**config.mk**
```make
export PLATFORM = sky130hd
export DESIGN_NAME = dbs_controller
export DESIGN_NICKNAME = d
export VERILOG_FILES = /design/src/rtl/core/dbs_pkg.sv /design/src/rtl/core/dbs_controller.sv
export SDC_FILE = /design/constraint.sdc
export NUM_CORES = 1
export LEC_CHECK = 0
export BUFFER_PORTS_ARGS = -buffer_cell sky130_fd_sc_hd__clkbuf_2
export CAP_MARGIN = 20
export CORE_AREA = 3 3 40 42
export CTS_BUF_LIST = sky130_fd_sc_hd__clkbuf_4 sky130_fd_sc_hd__clkbuf_8
export DETAILED_ROUTE_END_ITERATION = 10
export DIE_AREA = 0 0 43 45
export PLACE_DENSITY = 0.52
export SKIP_CTS_REPAIR_TIMING = 1
export SLEW_MARGIN = 20
export SYNTH_ARGS = -nofsm -noshare
export SYNTH_HDL_FRONTEND = slang
export SYNTH_SLANG_ARGS = --single-unit
```
**constraint.sdc**
```tcl
create_clock -name clk_i -period 2 [get_ports clk_i]
set_clock_uncertainty 0.05 [all_clocks]
set_input_delay 0 -clock clk_i [delete_from_list [all_inputs] [get_ports clk_i]]
set_output_delay 0 -clock clk_i [all_outputs]
set_load 0.03 [all_outputs]
```
**src/rtl/core/dbs_pkg.sv**
```systemverilog
// ----------------------------------------------------------------------------
// Decimal bucket sort package
// Shared constants, types and the bucket selection function.
// ----------------------------------------------------------------------------
package dbs_pkg;

  localparam int unsigned MaxItems   = 64;
  localparam int unsigned NumBuckets = 10;
  localparam int unsigned TopBucket  = 9;
  localparam int unsigned ValW       = 7;
  localparam int unsigned BktW       = $clog2(NumBuckets);
  localparam int unsigned PosW       = $clog2(MaxItems);
  localparam int unsigned CntW       = $clog2(MaxItems + 1);
  localparam int unsigned AddrW      = BktW + PosW;
  localparam int unsigned MemDepth   = NumBuckets * MaxItems;

  localparam logic [1:0] RegDescending = 2'd0;

  typedef enum logic [2:0] {
    StIdle,
    StShiftRd,
    StShiftWr,
    StEmitRd,
    StEmitWait,
    StEmitOut
  } state_e;

  // Commands from controller to datapath.
  typedef struct packed {
    logic take;        // latch input, compute bucket, init position
    logic place;       // write value at current position, bump fill
    logic shift_rd;    // read entry at pos-1
    logic shift_wr;    // move read entry to pos, decrement pos
    logic emit_start;  // begin output sweep
    logic emit_rd;     // issue read of current output entry
    logic emit_adv;    // advance output cursor
    logic clear;       // clear fills and count
  } cmd_t;

  // Status from datapath to controller.
  typedef struct packed {
    logic store_ok;    // item will be stored (count and fill not full)
    logic need_shift;  // pos > 0 and value < read entry (after shift_rd)
    logic pos_zero;    // insertion position is zero
    logic emit_done;   // no more entries to emit
    logic last_q;      // latched last mark
  } stat_t;

  function automatic logic [BktW-1:0] bucket_of(input logic [ValW-1:0] v);
    logic [BktW-1:0] b;
    if (v >= ValW'(90)) b = BktW'(TopBucket);
    else if (v >= ValW'(80)) b = BktW'(8);
    else if (v >= ValW'(70)) b = BktW'(7);
    else if (v >= ValW'(60)) b = BktW'(6);
    else if (v >= ValW'(50)) b = BktW'(5);
    else if (v >= ValW'(40)) b = BktW'(4);
    else if (v >= ValW'(30)) b = BktW'(3);
    else if (v >= ValW'(20)) b = BktW'(2);
    else if (v >= ValW'(10)) b = BktW'(1);
    else b = BktW'(0);
    return b;
  endfunction

endpackage

```
**src/rtl/core/dbs_controller.sv**
```systemverilog
// ----------------------------------------------------------------------------
// Decimal bucket sort controller
// Sequences insertion, output sweep and clearing of the bucket state.
// ----------------------------------------------------------------------------
module dbs_controller (
  input  logic            clk_i,
  input  logic            rst_ni,
  input  logic            in_valid_i,
  output logic            in_ready_o,
  output logic            out_valid_o,
  input  logic            out_ready_i,
  input  dbs_pkg::stat_t  stat_i,
  input  logic            emit_skip_i,
  output dbs_pkg::cmd_t   cmd_o
);
  import dbs_pkg::*;

  state_e state_q, state_d;

  always_ff @(posedge clk_i or negedge rst_ni) begin
    if (!rst_ni) begin
      state_q <= StIdle;
    end else begin
      state_q <= state_d;
    end
  end

  // Next state.
  always_comb begin
    state_d = state_q;
    unique case (state_q)
      StIdle: begin
        if (in_valid_i) state_d = StShiftRd;
      end
      StShiftRd: begin
        if (!stat_i.store_ok || stat_i.pos_zero) begin
          state_d = stat_i.last_q ? StEmitRd : StIdle;
        end else begin
          state_d = StShiftWr;
        end
      end
      StShiftWr: begin
        if (stat_i.need_shift) state_d = StShiftRd;
        else state_d = stat_i.last_q ? StEmitRd : StIdle;
      end
      StEmitRd: begin
        if (stat_i.emit_done) state_d = StIdle;
        else if (emit_skip_i) state_d = StEmitRd;
        else state_d = StEmitWait;
      end
      StEmitWait: state_d = StEmitOut;
      StEmitOut: begin
        if (out_ready_i) state_d = StEmitRd;
      end
      default: state_d = StIdle;
    endcase
  end

  // Outputs.
  always_comb begin
    cmd_o       = '0;
    in_ready_o  = 1'b0;
    out_valid_o = 1'b0;
    unique case (state_q)
      StIdle: begin
        in_ready_o  = 1'b1;
        cmd_o.take  = in_valid_i;
      end
      StShiftRd: begin
        if (stat_i.store_ok && stat_i.pos_zero) cmd_o.place = 1'b1;
        if (stat_i.store_ok && !stat_i.pos_zero) cmd_o.shift_rd = 1'b1;
        cmd_o.emit_start = stat_i.last_q && (!stat_i.store_ok || stat_i.pos_zero);
      end
      StShiftWr: begin
        if (stat_i.need_shift) cmd_o.shift_wr = 1'b1;
        else cmd_o.place = 1'b1;
        cmd_o.emit_start = stat_i.last_q && !stat_i.need_shift;
      end
      StEmitRd: begin
        if (stat_i.emit_done) cmd_o.clear = 1'b1;
        else if (emit_skip_i) cmd_o.emit_adv = 1'b1;
        else cmd_o.emit_rd = 1'b1;
      end
      StEmitWait: ;
      StEmitOut: begin
        out_valid_o    = 1'b1;
        cmd_o.emit_adv = out_ready_i;
      end
      default: ;
    endcase
  end

endmodule

```
==> flow_summary.ini <==
[run_status]
run_status = finished clean

[setup_path]
critPathMaxFanout = 11
cp-end-kind = primary output
start_kind = flip-flop
slowest_stage = dfrtp_1
crit_type = reg2out
r2r-start = state_q[0]
crit_path_max_incr_delay_ps = 520
crit_required_ps = 1950
path_cells = and2b_4 > and3b_1 > nor2_1 > clkbuf_2
startpoint = state_q[2]
arrival_ps = 1500

[floorplan]
die-area_mm2 = 0.00194
coreArea_mm2 = 0.00128
die_y_um = 45
row_count = 13
io_pins = 20
start_util_pct = 28.9
die_w_um = 43

[finish]
final_common_cell = clkbuf_2
fillers = 142
fin_util_pct = 39.0
stdcell_count = 84
multi_input_area_um2 = 255
final_cell_mix = 19 x clkbuf_2, 6 x nor2_1, 4 x nor2b_1, 4 x clkbuf_4
fin_nets = 80
top_register = state_q
syn2layout_area_growth_pct = 35.0
insertedDiodeCount = 0
largest_register_ffs = 3
top_regs = state_q: 3 flops
ff_latch_area_um2 = 75.1
drive_above_1_share_pct = 46.4

[clock_tree]
numCtsBuffers = 3
root_buffer = clkbuf_4
tritoncts = built
htreeDepth = 1
clock_latency_ps = 230
clkSinkCount = 3
clkTransAtPathRegs_ps = 40
clk_path_buf_depth = 2

[detailed_routing]
drt_pass1_iterations = 3
drt_iter0_drc = 3
num_vias = 405
wl_per_cell_um = 10.4
drc = 0
viasPerCell = 4.82
ant_nets = 0
routed_wl_um = 873

[grt]
antenna_found_initial = 0
grt_max_degree = 17
grt_overflow = 0
grtUsageTotal_pct = 11.0
grt_pass1_wl_um = 1550
grt_pass1_vias = 365

[power]
vdd_drop_max_uv = 641
power.leakage_uw = 0.000276
power_density_mw_per_mm2 = 1360
total_power_uw = 685

[logic_synthesis]
ys_ff_latch = 3
synth_area_leaders = dfrtp_1 20%, buf_6 9.1%, nor2b_1 6.7%
synth_fp_nets = 57
synth_area_um2 = 372
yosys_warnings = 0
synth.distinct_cells = 25
postSynthAreaPerCell_um2 = 7.91
synthCells = 47
ys_seq_area_share_pct = 20.2
netlist.area_leader.share_pct = 20.2
yosys.area.top_type = dfrtp_1

[sta]
fin_crit_sh_pct = 77.7
finalSetupViolations = 0
whs_ps = 40.4
hold_violations = 0
slew_violations = 0
tightest_slew_ps = 429
finalSetupTns_ps = 0
period_needed_ps = 1550
rsz0062_at_grt = no
fmax_ghz = 0.643
slew_headroom_pct = 71.4

[placement]
globalplace.congestion = 0.784
port-buffer-count = 19
placed_cells = 78

[worst_hold_path]
hp-class = in2async

[flow_run]
maxCapViolCount = 0
-- per-layer routing --
| metal | global-route usage [%] | vias up | wire length [um] |
|---|---|---|---|
| met1 | 14.1 | 176 | 386 |
| met4 | 7.23 | 0 | 26 |
| li1 | - | 208 | - |
| met5 | 0 | - | 0 |
| met3 | 4.38 | 4 | 76 |
| met2 | 15.3 | 17 | 383 |
-- metrics by stage --
stage	worst slack, ps	cell area (um2)
global placement	648	452
global route	253	502
CTS	428	482
floorplan	547	372
finish	445	502
detailed placement	680	452
-- Yosys cell counts --
library cell  count
nor2_1            6
nor2b_1           4
buf_6             3
dfrtp_1           3
nand2_1           3
o21ai_1           3
a31oi_1           2
and2b_2           2
inv_1             2
nand2b_1          2
nand3b_1          2
nor3_2            2
a21o_1            1
a21oi_1           1
a22oi_2           1
and2_1            1
and2b_4           1
and3_1            1
and3b_1           1
nand2_2           1
nand3_1           1
o21ai_0           1
o21ai_2           1
o22ai_1           1
o41ai_2           1
-- worst max-delay path, delay by kind of cell (launching register included) --
family	cells	cell delay, ps
simple gates	3	540
buf+inv	1	210
flops	1	520
-- power breakdown --
part | internal [uW] | total, uW | switching [uW]
sequential | 84.4 | 162 | 77.8
clock | 88.5 | 123 | 34.4
combinational | 169 | 400 | 230
total | 342 | 685 | 343
-- final cells by class --
cell class              count  area share, %
flip-flops and latches      3           15.0
multi-input cells          39           50.9
repair buffers             21           22.9
well taps                  15           3.74
clock buffers               4           5.99
inverters                   2           1.50
-- path summary, 6_finish.rpt --
check	slack, ps	cells past startpoint	endpoint
worst max-delay path	450	4	cmd_o[3]
worst min-delay path	40	2	state_q[1]
worst max register to register	690	4	state_q[0]
worst min register to register	740	2	state_q[2]
max in group asynchronous	1750	2	state_q[0]
min in group clk_i	50	3	state_q[1]
-- cell families (layout without fill, tap and decap cells) --
logic type             Yosys count  count (layout)  synth area share (%)
AOI/OAI and AO/OA               12              12                  23.9
buffers and inverters            5              27                  11.1
DFF                              3               3                  20.2
and+or+nand+nor                 27              27                  44.8
Power figures use the tool's default switching activity.
